### config.mk
export PLATFORM = sky130hd
export DESIGN_NAME = integer_text_parser_top
export DESIGN_NICKNAME = d
export VERILOG_FILES = /design/src/itp_pkg.sv /design/src/integer_text_parser_top.sv
export SDC_FILE = /design/constraint.sdc
export NUM_CORES = 1
export LEC_CHECK = 0
export BUFFER_PORTS_ARGS = -buffer_cell sky130_fd_sc_hd__buf_2
export CAP_MARGIN = 15
export CORE_MARGIN = 3
export CORE_UTILIZATION = 58
export CTS_CLUSTER_DIAMETER = 40
export DETAILED_ROUTE_END_ITERATION = 10
export GPL_TIMING_DRIVEN = 0
export PLACE_DENSITY = 0.78
export RECOVER_POWER = 50
export SLEW_MARGIN = 10
export SYNTH_ARGS = -nofsm -noshare
export SYNTH_HDL_FRONTEND = slang
export SYNTH_SLANG_ARGS = --single-unit
### constraint.sdc
create_clock -name clk -period 7.9 [get_ports clk]
set_input_delay 1.58 -clock clk [delete_from_list [all_inputs] [get_ports clk]]
set_output_delay 1.58 -clock clk [all_outputs]
set_load 0.02 [all_outputs]
### src/itp_pkg.sv
// ---------------------------------------------------------------------------
// itp_pkg: shared types, constants and helper functions
// Payload structs, parse phases, status codes and character classes for the
// integer text parser.
// ---------------------------------------------------------------------------
package itp_pkg;

  // Widths fixed by the interface
  localparam int CHAR_W        = 8;
  localparam int VALUE_W       = 64;
  localparam int END_W         = 16;
  localparam int STATUS_W      = 2;
  localparam int BASE_W        = 6;
  localparam int DIGIT_W       = 7;
  localparam int CFG_IDX_W     = 2;
  localparam int CFG_DATA_W    = 6;
  localparam int POSITION_BITS_DEF = 16;

  // Register indexes of the configuration port
  localparam logic [CFG_IDX_W-1:0] CFG_NUMBER_BASE   = 2'd0;
  localparam logic [CFG_IDX_W-1:0] CFG_BINARY_PREFIX = 2'd1;
  localparam logic [CFG_IDX_W-1:0] CFG_SIGNED_MODE   = 2'd2;

  // Radix values
  localparam logic [BASE_W-1:0] BASE_AUTO = 6'd0;
  localparam logic [BASE_W-1:0] BASE_ONE  = 6'd1;
  localparam logic [BASE_W-1:0] BASE_BIN  = 6'd2;
  localparam logic [BASE_W-1:0] BASE_OCT  = 6'd8;
  localparam logic [BASE_W-1:0] BASE_DEC  = 6'd10;
  localparam logic [BASE_W-1:0] BASE_HEX  = 6'd16;
  localparam logic [BASE_W-1:0] BASE_MAX  = 6'd36;

  // Digit value for a byte that is no digit at all
  localparam logic [DIGIT_W-1:0] NO_DIGIT = 7'd99;

  // Characters
  localparam logic [CHAR_W-1:0] CH_SPACE   = 8'h20;
  localparam logic [CHAR_W-1:0] CH_HT      = 8'h09;
  localparam logic [CHAR_W-1:0] CH_CR      = 8'h0D;
  localparam logic [CHAR_W-1:0] CH_PLUS    = 8'h2B;
  localparam logic [CHAR_W-1:0] CH_MINUS   = 8'h2D;
  localparam logic [CHAR_W-1:0] CH_0       = 8'h30;
  localparam logic [CHAR_W-1:0] CH_9       = 8'h39;
  localparam logic [CHAR_W-1:0] CH_UP_A    = 8'h41;
  localparam logic [CHAR_W-1:0] CH_UP_Z    = 8'h5A;
  localparam logic [CHAR_W-1:0] CH_LO_A    = 8'h61;
  localparam logic [CHAR_W-1:0] CH_LO_Z    = 8'h7A;
  localparam logic [CHAR_W-1:0] CH_UP_X    = 8'h58;
  localparam logic [CHAR_W-1:0] CH_LO_X    = 8'h78;
  localparam logic [CHAR_W-1:0] CH_UP_B    = 8'h42;
  localparam logic [CHAR_W-1:0] CH_LO_B    = 8'h62;

  // Clamp values
  localparam logic [VALUE_W-1:0] SIGNED_MAX = {1'b0, {(VALUE_W-1){1'b1}}};
  localparam logic [VALUE_W-1:0] SIGNED_MIN = {1'b1, {(VALUE_W-1){1'b0}}};

  typedef enum logic [2:0] {
    PH_SPACE,
    PH_SIGNED,
    PH_ZERO,
    PH_PREFIX,
    PH_DIGITS,
    PH_DONE,
    PH_INVALID
  } phase_t;

  typedef enum logic [STATUS_W-1:0] {
    ST_OK,
    ST_NO_DIGITS,
    ST_RANGE,
    ST_BAD_BASE
  } status_t;

  typedef struct packed {
    logic [CHAR_W-1:0] char_byte;
    logic              last_byte;
  } in_item_t;

  typedef struct packed {
    logic [VALUE_W-1:0]  parsed_value;
    logic [END_W-1:0]    end_position;
    logic [STATUS_W-1:0] status;
  } out_item_t;

  // Raw outcome of one string, before clamping and sign handling
  typedef struct packed {
    logic [VALUE_W-1:0] acc;
    logic               minus;
    logic               ovf;
    status_t            status;
    logic [END_W-1:0]   endp;
  } finish_t;

  function automatic logic is_blank(input logic [CHAR_W-1:0] c);
    return (c == CH_SPACE) || ((c >= CH_HT) && (c <= CH_CR));
  endfunction

  function automatic logic [DIGIT_W-1:0] digit_of(input logic [CHAR_W-1:0] c);
    logic [CHAR_W-1:0] d;
    d = CHAR_W'(NO_DIGIT);
    if ((c >= CH_0) && (c <= CH_9)) begin
      d = c - CH_0;
    end else if ((c >= CH_LO_A) && (c <= CH_LO_Z)) begin
      d = c - CH_LO_A + CHAR_W'(BASE_DEC);
    end else if ((c >= CH_UP_A) && (c <= CH_UP_Z)) begin
      d = c - CH_UP_A + CHAR_W'(BASE_DEC);
    end
    return d[DIGIT_W-1:0];
  endfunction

endpackage

### src/integer_text_parser_top.sv
// ---------------------------------------------------------------------------
// integer_text_parser_top: streaming strtoll / strtoull style integer parser
// Takes one byte request per cycle, skips leading white space, takes an
// optional sign and a 0x (or, when enabled, 0b) prefix, accumulates digits
// of base 2..36 into 64 bits with overflow detection, and on the byte marked
// last returns value, end offset and status. The block sustains one byte
// per clock unless a last byte waits for room in the finish register;
// a string's result passes the finish register, then the result register.
// The per-byte work is one 64 x 6 bit multiply-add by the base plus the
// saturating position counter, which sets the cycle time. Config writes are
// only legal while no string is in flight; number_base is latched at a
// string's first byte, binary_prefix_enable is read at the byte after a
// leading zero and signed_mode when the finished string is clamped.
// ---------------------------------------------------------------------------
module integer_text_parser_top #(
  parameter int POSITION_BITS = itp_pkg::POSITION_BITS_DEF
) (
  input  logic                          clk,
  input  logic                          rst_n,
  // byte requests
  input  logic                          in_valid,
  output logic                          in_ready,
  input  itp_pkg::in_item_t             in_data,
  // results
  output logic                          out_valid,
  input  logic                          out_ready,
  output itp_pkg::out_item_t            out_data,
  // configuration
  input  logic                          cfg_we,
  input  logic [itp_pkg::CFG_IDX_W-1:0] cfg_index,
  input  logic [itp_pkg::CFG_DATA_W-1:0] cfg_wdata
);

  localparam int VW   = itp_pkg::VALUE_W;
  localparam int EW   = itp_pkg::END_W;
  localparam int ExtW = (POSITION_BITS > EW) ? POSITION_BITS : EW;
  localparam int ProdW = VW + itp_pkg::BASE_W;

  // ---- configuration registers ----
  logic [itp_pkg::BASE_W-1:0] number_base_r;
  logic                       bin_pfx_r;
  logic                       signed_mode_r;

  always_ff @(posedge clk) begin
    if (!rst_n) begin
      number_base_r <= itp_pkg::BASE_DEC;
      bin_pfx_r     <= 1'b0;
      signed_mode_r <= 1'b1;
    end else if (cfg_we) begin
      unique case (cfg_index)
        itp_pkg::CFG_NUMBER_BASE:   number_base_r <= cfg_wdata[itp_pkg::BASE_W-1:0];
        itp_pkg::CFG_BINARY_PREFIX: bin_pfx_r     <= cfg_wdata[0];
        itp_pkg::CFG_SIGNED_MODE:   signed_mode_r <= cfg_wdata[0];
        default: ;  // index beyond the register list: drop
      endcase
    end
  end

  // ---- pipeline handshake ----
  // Stage flow: input register -> parse step -> finish register -> clamp
  // and sign -> result register. Only last bytes enter the finish stage.
  logic              in_valid_r;
  itp_pkg::in_item_t in_data_r;
  logic              fin_valid_r;
  itp_pkg::finish_t  fin_r;
  logic              out_valid_r;
  itp_pkg::out_item_t out_data_r;

  logic out_free, fin_free, proc;

  assign out_free = !out_valid_r || out_ready;
  assign fin_free = !fin_valid_r || out_free;
  // Advance the held byte; a last byte also needs room in the finish stage
  assign proc     = in_valid_r && (!in_data_r.last_byte || fin_free);
  assign in_ready = !in_valid_r || proc;

  always_ff @(posedge clk) begin
    if (!rst_n) begin
      in_valid_r <= 1'b0;
    end else if (in_ready) begin
      in_valid_r <= in_valid;
    end
  end

  always_ff @(posedge clk) begin
    if (in_ready && in_valid) begin
      in_data_r <= in_data;
    end
  end

  // ---- parse state ----
  itp_pkg::phase_t             phase_r, phase_nxt;
  logic [VW-1:0]               acc_r, acc_nxt;
  logic [itp_pkg::BASE_W-1:0]  wb_r, wb_nxt;
  logic                        minus_r, minus_nxt;
  logic                        ovf_r, ovf_nxt;
  logic                        digits_r, digits_nxt;
  logic [POSITION_BITS-1:0]    bpos_r, bpos_nxt;
  logic [POSITION_BITS-1:0]    stop_r, stop_nxt;

  always_ff @(posedge clk) begin
    if (!rst_n) begin
      phase_r  <= itp_pkg::PH_SPACE;
      acc_r    <= '0;
      wb_r     <= '0;
      minus_r  <= 1'b0;
      ovf_r    <= 1'b0;
      digits_r <= 1'b0;
      bpos_r   <= '0;
      stop_r   <= '0;
    end else begin
      phase_r  <= phase_nxt;
      acc_r    <= acc_nxt;
      wb_r     <= wb_nxt;
      minus_r  <= minus_nxt;
      ovf_r    <= ovf_nxt;
      digits_r <= digits_nxt;
      bpos_r   <= bpos_nxt;
      stop_r   <= stop_nxt;
    end
  end

  // ---- decode of the held byte ----
  logic [itp_pkg::CHAR_W-1:0]  c;
  logic [itp_pkg::DIGIT_W-1:0] dval;
  logic                        base_bad;
  logic [POSITION_BITS-1:0]    pos_inc;

  assign c        = in_data_r.char_byte;
  assign dval     = itp_pkg::digit_of(c);
  assign base_bad = (number_base_r == itp_pkg::BASE_ONE) ||
                    (number_base_r > itp_pkg::BASE_MAX);
  // Saturate the offset at the counter width
  assign pos_inc  = (bpos_r == '1) ? bpos_r : bpos_r + 1'b1;

  // ---- phase decision: which radix and whether a digit step runs ----
  itp_pkg::phase_t            ph_eff, ph_step;
  logic [itp_pkg::BASE_W-1:0] wb_eff, wb_step, b_use;
  logic                       minus_step, do_digit, zero_lead;

  always_comb begin : step_comb
    ph_eff = phase_r;
    wb_eff = wb_r;
    // Latch the radix at the first byte of a string
    if ((bpos_r == '0) && (phase_r == itp_pkg::PH_SPACE)) begin
      if (base_bad) begin
        ph_eff = itp_pkg::PH_INVALID;
      end else begin
        wb_eff = number_base_r;
      end
    end
    ph_step    = ph_eff;
    wb_step    = wb_eff;
    b_use      = wb_eff;
    minus_step = minus_r;
    do_digit   = 1'b0;
    zero_lead  = 1'b0;
    unique case (ph_eff)
      itp_pkg::PH_SPACE, itp_pkg::PH_SIGNED: begin
        priority if ((ph_eff == itp_pkg::PH_SPACE) && itp_pkg::is_blank(c)) begin
          // hold: skip white space
        end else if ((ph_eff == itp_pkg::PH_SPACE) &&
                     ((c == itp_pkg::CH_PLUS) || (c == itp_pkg::CH_MINUS))) begin
          minus_step = (c == itp_pkg::CH_MINUS);
          ph_step    = itp_pkg::PH_SIGNED;
        end else if (c == itp_pkg::CH_0) begin
          zero_lead = 1'b1;
        end else begin
          do_digit = 1'b1;
          b_use    = (wb_eff == itp_pkg::BASE_AUTO) ? itp_pkg::BASE_DEC : wb_eff;
          wb_step  = b_use;
        end
      end
      itp_pkg::PH_ZERO: begin
        priority if (((c == itp_pkg::CH_LO_X) || (c == itp_pkg::CH_UP_X)) &&
                     ((wb_eff == itp_pkg::BASE_AUTO) || (wb_eff == itp_pkg::BASE_HEX))) begin
          wb_step = itp_pkg::BASE_HEX;
          ph_step = itp_pkg::PH_PREFIX;
        end else if (bin_pfx_r && ((c == itp_pkg::CH_LO_B) || (c == itp_pkg::CH_UP_B)) &&
                     ((wb_eff == itp_pkg::BASE_AUTO) || (wb_eff == itp_pkg::BASE_BIN))) begin
          wb_step = itp_pkg::BASE_BIN;
          ph_step = itp_pkg::PH_PREFIX;
        end else begin
          do_digit = 1'b1;
          b_use    = (wb_eff == itp_pkg::BASE_AUTO) ? itp_pkg::BASE_OCT : wb_eff;
          wb_step  = b_use;
        end
      end
      itp_pkg::PH_PREFIX, itp_pkg::PH_DIGITS: begin
        do_digit = 1'b1;
      end
      default: ;  // parse over or base invalid: drop the byte
    endcase
  end

  // ---- multiply-add by the radix ----
  logic             digit_ok, prod_ovf;
  logic [ProdW-1:0] prod;

  assign digit_ok = (b_use >= itp_pkg::BASE_BIN) && (dval < {1'b0, b_use});
  assign prod     = ProdW'(acc_r) * ProdW'(b_use) + ProdW'(dval);
  assign prod_ovf = |prod[ProdW-1:VW];

  // ---- state after this byte ----
  itp_pkg::phase_t          ph_upd;
  logic [VW-1:0]            acc_upd;
  logic                     ovf_upd, digits_upd;
  logic [POSITION_BITS-1:0] stop_upd;

  always_comb begin : update_comb
    ph_upd     = ph_step;
    acc_upd    = acc_r;
    ovf_upd    = ovf_r;
    digits_upd = digits_r;
    stop_upd   = stop_r;
    if (zero_lead) begin
      acc_upd    = '0;
      digits_upd = 1'b1;
      stop_upd   = pos_inc;
      ph_upd     = itp_pkg::PH_ZERO;
    end else if (do_digit) begin
      if (digit_ok) begin
        if (prod_ovf) begin
          ovf_upd = 1'b1;
        end else begin
          acc_upd = prod[VW-1:0];
        end
        digits_upd = 1'b1;
        stop_upd   = pos_inc;
        ph_upd     = itp_pkg::PH_DIGITS;
      end else begin
        ph_upd = itp_pkg::PH_DONE;
      end
    end
  end

  // Commit the step; the last byte returns everything to the start state
  always_comb begin : next_comb
    phase_nxt  = phase_r;
    acc_nxt    = acc_r;
    wb_nxt     = wb_r;
    minus_nxt  = minus_r;
    ovf_nxt    = ovf_r;
    digits_nxt = digits_r;
    bpos_nxt   = bpos_r;
    stop_nxt   = stop_r;
    if (proc) begin
      if (in_data_r.last_byte) begin
        phase_nxt  = itp_pkg::PH_SPACE;
        acc_nxt    = '0;
        wb_nxt     = '0;
        minus_nxt  = 1'b0;
        ovf_nxt    = 1'b0;
        digits_nxt = 1'b0;
        bpos_nxt   = '0;
        stop_nxt   = '0;
      end else begin
        phase_nxt  = ph_upd;
        acc_nxt    = acc_upd;
        wb_nxt     = wb_step;
        minus_nxt  = minus_step;
        ovf_nxt    = ovf_upd;
        digits_nxt = digits_upd;
        bpos_nxt   = pos_inc;
        stop_nxt   = stop_upd;
      end
    end
  end

  // ---- finish record for a last byte ----
  itp_pkg::finish_t fin_nxt;
  logic [ExtW-1:0]  stop_ext;

  assign stop_ext = ExtW'(stop_upd);

  always_comb begin : finish_comb
    fin_nxt.acc    = acc_upd;
    fin_nxt.minus  = minus_step;
    fin_nxt.ovf    = ovf_upd;
    fin_nxt.endp   = '0;
    if (ph_upd == itp_pkg::PH_INVALID) begin
      fin_nxt.status = itp_pkg::ST_BAD_BASE;
    end else if (!digits_upd) begin
      fin_nxt.status = itp_pkg::ST_NO_DIGITS;
    end else begin
      fin_nxt.status = itp_pkg::ST_OK;
      fin_nxt.endp   = stop_ext[EW-1:0];
    end
  end

  always_ff @(posedge clk) begin
    if (!rst_n) begin
      fin_valid_r <= 1'b0;
    end else if (fin_free) begin
      fin_valid_r <= proc && in_data_r.last_byte;
    end
  end

  always_ff @(posedge clk) begin
    if (fin_free && proc && in_data_r.last_byte) begin
      fin_r <= fin_nxt;
    end
  end

  // ---- clamp, saturate and apply the sign ----
  logic [VW-1:0]    limit, res_value;
  logic             signed_range;
  itp_pkg::status_t res_status;

  assign limit        = fin_r.minus ? itp_pkg::SIGNED_MIN : itp_pkg::SIGNED_MAX;
  // Magnitude above the limit: top bit set, and for minus also any lower bit
  assign signed_range = fin_r.ovf || (fin_r.acc[VW-1] &&
                        (!fin_r.minus || (|fin_r.acc[VW-2:0])));

  always_comb begin : result_comb
    res_value  = '0;
    res_status = fin_r.status;
    if (fin_r.status == itp_pkg::ST_OK) begin
      priority if (signed_mode_r && signed_range) begin
        res_status = itp_pkg::ST_RANGE;
        res_value  = limit;
      end else if (!signed_mode_r && fin_r.ovf) begin
        res_status = itp_pkg::ST_RANGE;
        res_value  = '1;
      end else begin
        res_value = fin_r.minus ? ('0 - fin_r.acc) : fin_r.acc;
      end
    end
  end

  always_ff @(posedge clk) begin
    if (!rst_n) begin
      out_valid_r <= 1'b0;
    end else if (out_free) begin
      out_valid_r <= fin_valid_r;
    end
  end

  always_ff @(posedge clk) begin
    if (out_free && fin_valid_r) begin
      out_data_r.parsed_value <= res_value;
      out_data_r.end_position <= fin_r.endp;
      out_data_r.status       <= res_status;
    end
  end

  assign out_valid = out_valid_r;
  assign out_data  = out_data_r;

  // ---- assertions ----
  // A last byte returns the parser to the start of a new string
  assert property (@(posedge clk) disable iff (!rst_n)
    proc && in_data_r.last_byte |=> (phase_r == itp_pkg::PH_SPACE) && (bpos_r == '0))
    else $error("parser state not cleared after last byte");

  // Before any digit beyond a leading zero the accumulator stays empty
  assert property (@(posedge clk) disable iff (!rst_n)
    (phase_r == itp_pkg::PH_SPACE) || (phase_r == itp_pkg::PH_SIGNED) ||
    (phase_r == itp_pkg::PH_ZERO) || (phase_r == itp_pkg::PH_PREFIX)
    |-> (acc_r == '0) && !ovf_r)
    else $error("accumulator loaded before digit run");

  // A result with bad base or no digits carries value and offset zero
  assert property (@(posedge clk) disable iff (!rst_n)
    out_valid && ((out_data.status == itp_pkg::ST_BAD_BASE) ||
                  (out_data.status == itp_pkg::ST_NO_DIGITS))
    |-> (out_data.parsed_value == '0) && (out_data.end_position == '0))
    else $error("failed parse reports nonzero value or offset");

endmodule
==> report_table.html, run 1 <==
<table>
<tr><th>Metric</th><th>Value</th></tr>
<tr><th colspan="2">Yosys</th></tr>
<tr><td>Area share of and/or/nand/nor cells after synthesis</td><td>0.202</td></tr>
<tr><td>Xor and xnor area share after synthesis</td><td>0.0449</td></tr>
<tr><td>Total nets after synthesis</td><td>3,215</td></tr>
<tr><td>Multiplexer share of the synthesized area</td><td>0.0308</td></tr>
<tr><td>Post-synthesis cell area</td><td>0.0271 mm2</td></tr>
<tr><td>Average cell area after synthesis</td><td>9.76 um2</td></tr>
<tr><td>Fraction of registers with async set or reset after synthesis</td><td>0</td></tr>
<tr><td>Most frequently used flop master after synthesis</td><td>edfxtp_1</td></tr>
<tr><td>Cell variety after synth</td><td>84</td></tr>
<tr><td>Number of warnings printed during yosys synthesis</td><td>0</td></tr>
<tr><td>Number of instances in the synthesized netlist</td><td>2,777</td></tr>
<tr><td>Sequential share of the synthesized area</td><td>0.282</td></tr>
<tr><td>Count of state elements after synthesis</td><td>294</td></tr>
<tr><td>Adder-cell share of the synthesized area</td><td>0.262</td></tr>
<tr><td>Fraction of the mapped netlist area in compound gates</td><td>0.140</td></tr>
<tr><td>Largest family of logic cells by synthesized area</td><td>adder cells</td></tr>
<tr><td>Count of flip-flops with a built-in enable after synthesis</td><td>175</td></tr>
<tr><th colspan="2">Power</th></tr>
<tr><td>Cell internal pwr</td><td>2990 uW</td></tr>
<tr><td>Worst ir drop on vdd</td><td>0.188 mV</td></tr>
<tr><td>Total power divided by cell area</td><td>122 mW/mm2</td></tr>
<tr><td>Proportion of total power due to net switching</td><td>0.257</td></tr>
<tr><td>Static Leakage</td><td>0.0144 uW</td></tr>
<tr><td>Clock Power Share</td><td>0.465</td></tr>
<tr><td>Sw Pwr</td><td>1030 uW</td></tr>
<tr><td>Share of total power in sequential cells</td><td>0.411</td></tr>
<tr><td>Combinational power share</td><td>0.124</td></tr>
<tr><td>Overall power of the completed layout</td><td>4020 uW</td></tr>
<tr><th colspan="2">Die</th></tr>
<tr><td>Initial cell density of the core</td><td>0.592</td></tr>
<tr><td>Count of standard-cell rows</td><td>78</td></tr>
<tr><td>Number of top-level design ports</td><td>106</td></tr>
<tr><td>Floorplan die area</td><td>0.0493 mm2</td></tr>
<tr><td>Standard cell core area</td><td>0.0458 mm2</td></tr>
<tr><td>Die boundary height</td><td>222 um</td></tr>
<tr><td>Die W</td><td>222 um</td></tr>
<tr><th colspan="2">Drt</th></tr>
<tr><td>Number of optimization iterations in the first detailed-route pass</td><td>6</td></tr>
<tr><td>Vias</td><td>23,200</td></tr>
<tr><td>Final routed wire length divided by cell count</td><td>23.1 um</td></tr>
<tr><td>Post-route antenna net violation count</td><td>0</td></tr>
<tr><td>Final WL</td><td>84,600 um</td></tr>
<tr><td>Avg Vias per Cell</td><td>6.34</td></tr>
<tr><td>Initial DRC Count</td><td>2,455</td></tr>
<tr><td>Drc violations</td><td>0</td></tr>
<tr><th colspan="2">Hold path</th></tr>
<tr><td>Min-Delay Path Class</td><td>register to register</td></tr>
<tr><th colspan="2">STA</th></tr>
<tr><td>RSZ-0062 raised after global routing</td><td>yes</td></tr>
<tr><td>Fmax</td><td>0.117 GHz</td></tr>
<tr><td>Final Cycle Share</td><td>1.08</td></tr>
<tr><td>Final count of negative-setup-slack endpoints</td><td>130</td></tr>
<tr><td>Worst clock skew on the final layout</td><td>0.0268 ns</td></tr>
<tr><td>Relative slew margins</td><td>-0.267</td></tr>
<tr><td>Worst Setup Slack, final</td><td>-0.654 ns</td></tr>
<tr><td>Count of final hold-check violations</td><td>0</td></tr>
<tr><td>Worst-Margin Slew</td><td>1.90 ns</td></tr>
<tr><td>Number of max-slew violations in the final report</td><td>74</td></tr>
<tr><td>Clock period minus final worst setup slack</td><td>8.55 ns</td></tr>
<tr><th colspan="2">Clock tree</th></tr>
<tr><td>Number of buffers inserted for hold repair after clock tree synthesis</td><td>0</td></tr>
<tr><td>TritonCTS clock tree</td><td>built</td></tr>
<tr><td>Clock H-tree levels</td><td>2</td></tr>
<tr><td>TritonCTS buffer count</td><td>40</td></tr>
<tr><td>CTS sink cnt</td><td>294</td></tr>
<tr><td>Insertion delay of the later-clocked pin in the worst-skew pair</td><td>0.55 ns</td></tr>
<tr><td>Clk buf depth</td><td>3</td></tr>
<tr><td>Clock transition at path regs</td><td>0.06 ns</td></tr>
<tr><td>Clock root buffer</td><td>clkbuf_16</td></tr>
<tr><th colspan="2">Worst setup path</th></tr>
<tr><td>Worst Path Required</td><td>8.18 ns</td></tr>
<tr><td>Data arrival, critical path</td><td>8.83 ns</td></tr>
<tr><td>Worst stage delay on the critical path</td><td>0.61 ns</td></tr>
<tr><td>Endpoint class of the critical path</td><td>register</td></tr>
<tr><td>CP bufs+invs</td><td>8</td></tr>
<tr><td>Crit path launch type</td><td>register</td></tr>
<tr><td>Setup Crit Path Kind</td><td>register to register</td></tr>
<tr><td>Cell type of the slowest stage on the worst timing path</td><td>or4_1</td></tr>
<tr><td>Most repeated library cell on the critical path</td><td>fa_1</td></tr>
<tr><td>Kind of cell with the highest combined delay on the critical path</td><td>simple AND/OR/NAND/NOR gates</td></tr>
<tr><td>Top fanout value on the critical path</td><td>7</td></tr>
<tr><th colspan="2">Finish</th></tr>
<tr><td>Layout overhead on the synthesized area</td><td>21.6%</td></tr>
<tr><td>Total Nets Final</td><td>3,465</td></tr>
<tr><td>Diode insertion count for antenna repair</td><td>0</td></tr>
<tr><td>Commonest non-fill, non-tap cells in the layout</td><td>and2_1, fa_1, a21oi_1</td></tr>
<tr><td>Total non-filler cell area in the finished layout</td><td>0.0329 mm2</td></tr>
<tr><td>Leading cell type in the layout, fill and taps excluded</td><td>and2_1</td></tr>
<tr><td>Layout cell share with drive strength beyond 1</td><td>0.167</td></tr>
<tr><th colspan="2">Place</th></tr>
<tr><td>Port buffer count</td><td>105</td></tr>
<tr><td>RD Place Congestion</td><td>0.999</td></tr>
<tr><td>Instance area after placement</td><td>0.0285 mm2</td></tr>
<tr><td>Estimated wirelength of the detail-placed design</td><td>60,100 um</td></tr>
<tr><th colspan="2">Status</th></tr>
<tr><td>Result of the run</td><td>finished, violations left</td></tr>
<tr><td>Failing checks</td><td>max-capacitance violations, max-slew violations, negative setup slack</td></tr>
<tr><th colspan="2">GRT</th></tr>
<tr><td>Vias in the first global route</td><td>23,000</td></tr>
<tr><td>Initial antenna violation count</td><td>2</td></tr>
<tr><td>First-pass GRT wire length</td><td>129,000 um</td></tr>
<tr><td>Leftover overflow at the end of global routing</td><td>0</td></tr>
<tr><td>Largest net degree at the start of global routing</td><td>67</td></tr>
<tr><td>GRT Util Overall</td><td>0.329</td></tr>
<tr><th colspan="2">Job</th></tr>
<tr><td>MaxCap Viol Count</td><td>2</td></tr>
</table>
-- worst reg2reg max path: cells and delay by family, from the launching register on --
family | cells | cell delay [ns]
multiplexers | 2 | 0.56
adder cells (fa/ha/maj) | 6 | 2.42
AND/OR/NAND/NOR | 8 | 2.70
buffers and inverters | 8 | 1.27
AO/OA/AOI/OAI | 5 | 0.95
flip-flops | 1 | 0.37
-- per-stage QoR --
stage | utilization | TNS [ns] | hold WS, ns | std cells | setup WS (ns)
after detailed placement | 0.622 | -338.07 | 0.405 | 3485 | -2.81
final | 0.720 | -66.48 | 0.415 | 3659 | -0.654
after floorplan | - | 0 | 0.400 | 2777 | 0.000948
after global routing | 0.720 | -87.97 | 0.416 | 3659 | -0.791
after global placement | 0.620 | -353.26 | 0.405 | 3482 | -3.06
after CTS | 0.705 | -35.44 | 0.414 | 3631 | -0.385
-- path summary, 6_finish.rpt --
kind	slack (ns)	to	from	depth (start not counted)
worst max-delay path	-0.65	fin_r[80]$_DFFE_PP_	c[5]$_DFFE_PP_	29
worst min-delay path	0.41	out_data[3]$_DFFE_PP_	fin_r[1]$_SDFFCE_PP0P_	0
worst max register to register	-0.65	fin_r[80]$_DFFE_PP_	c[5]$_DFFE_PP_	29
worst min register to register	0.41	out_data[3]$_DFFE_PP_	fin_r[1]$_SDFFCE_PP0P_	0
-- cells in the mapped netlist (all sizes together) (16+ instances only) --
cell	count	share of area
a21o	22	0.0061
a21oi	197	0.036
a22o	65	0.021
a22oi	30	0.0083
a31oi	16	0.0039
and2	262	0.061
and3	16	0.0037
buf	29	0.0075
clkbuf	125	0.017
dfxtp	119	0.088
edfxtp	175	0.19
fa	253	0.19
ha	163	0.075
inv	99	0.014
mux2i	80	0.030
nand2	179	0.025
nand2b	22	0.0051
nand3	37	0.0068
nand4	42	0.0097
nor2	171	0.024
nor2b	172	0.040
nor3	35	0.0068
o211ai	17	0.0047
o21ai	101	0.019
o21bai	18	0.0050
o31ai	23	0.0064
xnor2	51	0.016
xor2	88	0.028
-- cell families (layout without fill, tap and decap cells) --
group / count (synthesis) / in the layout
buffers and inverters: 253 / 533
muxes: 83 / 83
AOI/OAI and AO/OA: 582 / 584
DFF: 294 / 294
and+or+nand+nor: 1010 / 1010
xor gates and xnor gates: 139 / 139
adders and majority gates: 416 / 416
-- power groups by stage --
stage,combinational (uW),clock [uW],sequential [uW]
6_report,500,1870,1650
5_1_grt,516,1960,1650
4_1_cts,428,1880,1650
3_5_place_dp,305,0,1690
3_3_place_gp,295,0,1690
2_1_floorplan,184,0,1690
-- cell type report --
class / count / area, um2
Multi-Input combinational cell: 2232 / 19900
Fill cell: 3227 / 12800
Sequential cell: 294 / 7650
Timing Repair Buffer: 234 / 1710
Buffer: 126 / 1160
Clock buffer: 47 / 1060
Tap cell: 600 / 751
Inverter: 99 / 374
Clock inverter: 27 / 332
-- layer usage --
layer | track usage | share of wire
met1 | 0.450 | 0.41
met4 | 0.107 | 0.036
met3 | 0.0973 | 0.11
met2 | 0.507 | 0.45
met5 | 0 | 0.00035
-- state kept, by name (all words and copies together), names as in the netlist --
register,cells
stop_r,16
ovf_r,1
bin_pfx_r,1
out_valid,1
signed_mode_r,1
number_base_r,6
in_valid_r,1
bpos_r,16
fin_valid_r,1
wb_r,6
phase_r,3
acc_r,64
fin_r,84
digits_r,1
c,8
out_data,82
in_data_r,1
minus_r,1
-- what timing repair did --
action,4_1_cts,5_1_grt
gates cloned,12,10
endpoints found under the setup margin,130,130
pin swaps,123,49
gates resized for setup,376,105
buffers inserted,84,23
Power figures use the tool's default switching activity.
==> run 2: changes to the inputs <==
==> constraint.sdc (replaced) <==
create_clock -name clk -period 7.9 [get_ports clk]
set_input_delay 1.185 -clock clk [delete_from_list [all_inputs] [get_ports clk]]
set_output_delay 1.185 -clock clk [all_outputs]
set_load 0.02 [all_outputs]
==> run 2 against run 1 <==
  * The flow still finishes with violations (max-capacitance violations, max-slew violations, negative setup slack)
  * Die area unchanged
  * Cell area about the same
  * Non-clock buffer count unchanged
  * Largest cell class unchanged
  * Largest power group unchanged
==> report_table.html, run 2 (synthesized netlist as in run 1, its figures left out) <==
<table>
<tr><th>Metric</th><th>Value</th></tr>
<tr><th colspan="2">Status</th></tr>
<tr><td>Result of the run</td><td>finished, violations left</td></tr>
<tr><td>Failing checks</td><td>max-capacitance violations, max-slew violations, negative setup slack</td></tr>
<tr><th colspan="2">GRT</th></tr>
<tr><td>Largest net degree at the start of global routing</td><td>67</td></tr>
<tr><td>First-pass GRT wire length</td><td>129,000 um</td></tr>
<tr><td>Vias in the first global route</td><td>23,000</td></tr>
<tr><td>GRT Util Overall</td><td>0.329</td></tr>
<tr><td>Leftover overflow at the end of global routing</td><td>0</td></tr>
<tr><td>Routing layer with the top usage in global route</td><td>met2</td></tr>
<tr><td>Initial antenna violation count</td><td>2</td></tr>
<tr><td>Met2 demand-to-capacity share in global routing</td><td>0.507</td></tr>
<tr><td>GR Util met3</td><td>0.0973</td></tr>
<tr><td>Met1 usage in global routing</td><td>0.450</td></tr>
<tr><th colspan="2">STA</th></tr>
<tr><td>Relative slew margins</td><td>-0.260</td></tr>
<tr><td>Fmax</td><td>0.117 GHz</td></tr>
<tr><td>RSZ-0062 raised after global routing</td><td>yes</td></tr>
<tr><td>Clock period minus final worst setup slack</td><td>8.55 ns</td></tr>
<tr><td>Final count of negative-setup-slack endpoints</td><td>130</td></tr>
<tr><td>Worst-Margin Slew</td><td>1.89 ns</td></tr>
<tr><td>Final Cycle Share</td><td>1.08</td></tr>
<tr><td>Worst Setup Slack, final</td><td>-0.652 ns</td></tr>
<tr><td>Worst clock skew on the final layout</td><td>0.0285 ns</td></tr>
<tr><td>Count of final hold-check violations</td><td>0</td></tr>
<tr><td>Number of max-slew violations in the final report</td><td>74</td></tr>
<tr><td>Fin Hold WS</td><td>0.416 ns</td></tr>
<tr><th colspan="2">Worst setup path</th></tr>
<tr><td>Kind of cell with the highest combined delay on the critical path</td><td>simple AND/OR/NAND/NOR gates</td></tr>
<tr><td>CP bufs+invs</td><td>8</td></tr>
<tr><td>Most repeated library cell on the critical path</td><td>fa_1</td></tr>
<tr><td>Cell type of the slowest stage on the worst timing path</td><td>or4_1</td></tr>
<tr><td>Worst Path Required</td><td>8.18 ns</td></tr>
<tr><td>Worst stage delay on the critical path</td><td>0.61 ns</td></tr>
<tr><td>Crit path launch type</td><td>register</td></tr>
<tr><td>Top fanout value on the critical path</td><td>7</td></tr>
<tr><td>Data arrival, critical path</td><td>8.83 ns</td></tr>
<tr><td>Setup Crit Path Kind</td><td>register to register</td></tr>
<tr><td>Endpoint class of the critical path</td><td>register</td></tr>
<tr><th colspan="2">Place</th></tr>
<tr><td>Cells after DPL</td><td>3,485</td></tr>
<tr><td>Estimated wirelength of the detail-placed design</td><td>60,100 um</td></tr>
<tr><td>RD Place Congestion</td><td>0.999</td></tr>
<tr><td>Placement Setup Slack</td><td>-2.81 ns</td></tr>
<tr><td>Port buffer count</td><td>105</td></tr>
<tr><th colspan="2">Die</th></tr>
<tr><td>Die boundary height</td><td>222 um</td></tr>
<tr><td>Count of standard-cell rows</td><td>78</td></tr>
<tr><td>Number of top-level design ports</td><td>106</td></tr>
<tr><td>Standard cell core area</td><td>0.0458 mm2</td></tr>
<tr><td>Initial cell density of the core</td><td>0.592</td></tr>
<tr><td>Floorplan die area</td><td>0.0493 mm2</td></tr>
<tr><td>Die W</td><td>222 um</td></tr>
<tr><th colspan="2">Finish</th></tr>
<tr><td>Commonest non-fill, non-tap cells in the layout</td><td>and2_1, fa_1, a21oi_1</td></tr>
<tr><td>Layout cell share with drive strength beyond 1</td><td>0.166</td></tr>
<tr><td>Finished Core Util</td><td>0.719</td></tr>
<tr><td>Diode insertion count for antenna repair</td><td>0</td></tr>
<tr><td>Total Nets Final</td><td>3,465</td></tr>
<tr><td>Layout overhead on the synthesized area</td><td>21.6%</td></tr>
<tr><td>Max FFs per register</td><td>84</td></tr>
<tr><td>Leading cell type in the layout, fill and taps excluded</td><td>and2_1</td></tr>
<tr><td>Post-Layout Cell Count</td><td>3,659</td></tr>
<tr><td>Register containing the most flip-flops in the final layout</td><td>fin_r</td></tr>
<tr><th colspan="2">Drt</th></tr>
<tr><td>Final routed wire length divided by cell count</td><td>23.1 um</td></tr>
<tr><td>Number of optimization iterations in the first detailed-route pass</td><td>6</td></tr>
<tr><td>Drc violations</td><td>0</td></tr>
<tr><td>Avg Vias per Cell</td><td>6.33</td></tr>
<tr><td>Final WL</td><td>84,500 um</td></tr>
<tr><td>Post-route antenna net violation count</td><td>0</td></tr>
<tr><td>Vias</td><td>23,200</td></tr>
<tr><td>Initial DRC Count</td><td>2,467</td></tr>
<tr><th colspan="2">Clock tree</th></tr>
<tr><td>Insertion delay of the later-clocked pin in the worst-skew pair</td><td>0.56 ns</td></tr>
<tr><td>Clk buf depth</td><td>3</td></tr>
<tr><td>Clock H-tree levels</td><td>2</td></tr>
<tr><td>TritonCTS buffer count</td><td>40</td></tr>
<tr><td>Number of buffers inserted for hold repair after clock tree synthesis</td><td>0</td></tr>
<tr><td>TritonCTS clock tree</td><td>built</td></tr>
<tr><td>Clock transition at path regs</td><td>0.06 ns</td></tr>
<tr><td>Clock root buffer</td><td>clkbuf_16</td></tr>
<tr><td>CTS sink cnt</td><td>294</td></tr>
<tr><th colspan="2">Hold path</th></tr>
<tr><td>Min-Delay Path Class</td><td>register to register</td></tr>
<tr><th colspan="2">Power</th></tr>
<tr><td>Clock Power Share</td><td>0.465</td></tr>
<tr><td>Combinational power share</td><td>0.124</td></tr>
<tr><td>Worst ir drop on vdd</td><td>0.188 mV</td></tr>
<tr><td>Cell internal pwr</td><td>2990 uW</td></tr>
<tr><td>Sw Pwr</td><td>1030 uW</td></tr>
<tr><td>Overall power of the completed layout</td><td>4020 uW</td></tr>
<tr><td>Total power divided by cell area</td><td>122 mW/mm2</td></tr>
<tr><td>Share of total power in sequential cells</td><td>0.411</td></tr>
<tr><td>Static Leakage</td><td>0.0144 uW</td></tr>
<tr><td>Proportion of total power due to net switching</td><td>0.257</td></tr>
<tr><th colspan="2">Job</th></tr>
<tr><td>MaxCap Viol Count</td><td>2</td></tr>
</table>
==> run 2: metal layers <==
layer / share of wire / wire (um) / vias to the layer above
li1: - / - / 10300
met1: 0.40 / 34100 / 11400
met2: 0.45 / 37800 / 1303
met3: 0.11 / 9510 / 228
met4: 0.036 / 3070 / 4
met5: 0.00035 / 30 / -
==> run 2: final timing paths <==
check        slack, ns              startpoint               endpoint  cells past startpoint
max              -0.65          c[5]$_DFFE_PP_    fin_r[80]$_DFFE_PP_                     29
min               0.42  fin_r[1]$_SDFFCE_PP0P_  out_data[3]$_DFFE_PP_                      0
max reg2reg      -0.65          c[5]$_DFFE_PP_    fin_r[80]$_DFFE_PP_                     29
min reg2reg       0.42  fin_r[1]$_SDFFCE_PP0P_  out_data[3]$_DFFE_PP_                      0
==> run 2: layout make-up <==
class / instances / area [um2]
well taps: 600 / 751
fillers: 3228 / 12800
multi-input cells: 2232 / 19900
repair buffers: 234 / 1710
clock inverters: 27 / 332
clock buffers: 47 / 1060
flip-flops and latches: 294 / 7650
plain buffers: 126 / 1160
inverters: 99 / 374
==> run 2: through the flow <==
step                      area [um2]  TNS [ns]
after CTS                      32300    -35.44
final                          32900    -66.10
after detailed placement       28500   -338.07
after global routing           32900    -87.97
after global placement         28400   -353.26
after floorplan                27100         0
==> run 2: repair_timing <==
item                       in CTS  in global routing
resized for setup             376                105
pin swaps                     123                 49
cloned                         12                 10
setup buffers                  84                 23
setup endpoints to repair     130                130
==> run 2: power groups by stage <==
stage / combinational, uW / sequential [uW] / clock, uW
6_report: 500 / 1650 / 1870
5_1_grt: 516 / 1650 / 1960
4_1_cts: 428 / 1650 / 1880
3_5_place_dp: 305 / 1690 / 0
3_3_place_gp: 295 / 1690 / 0
2_1_floorplan: 184 / 1690 / 0
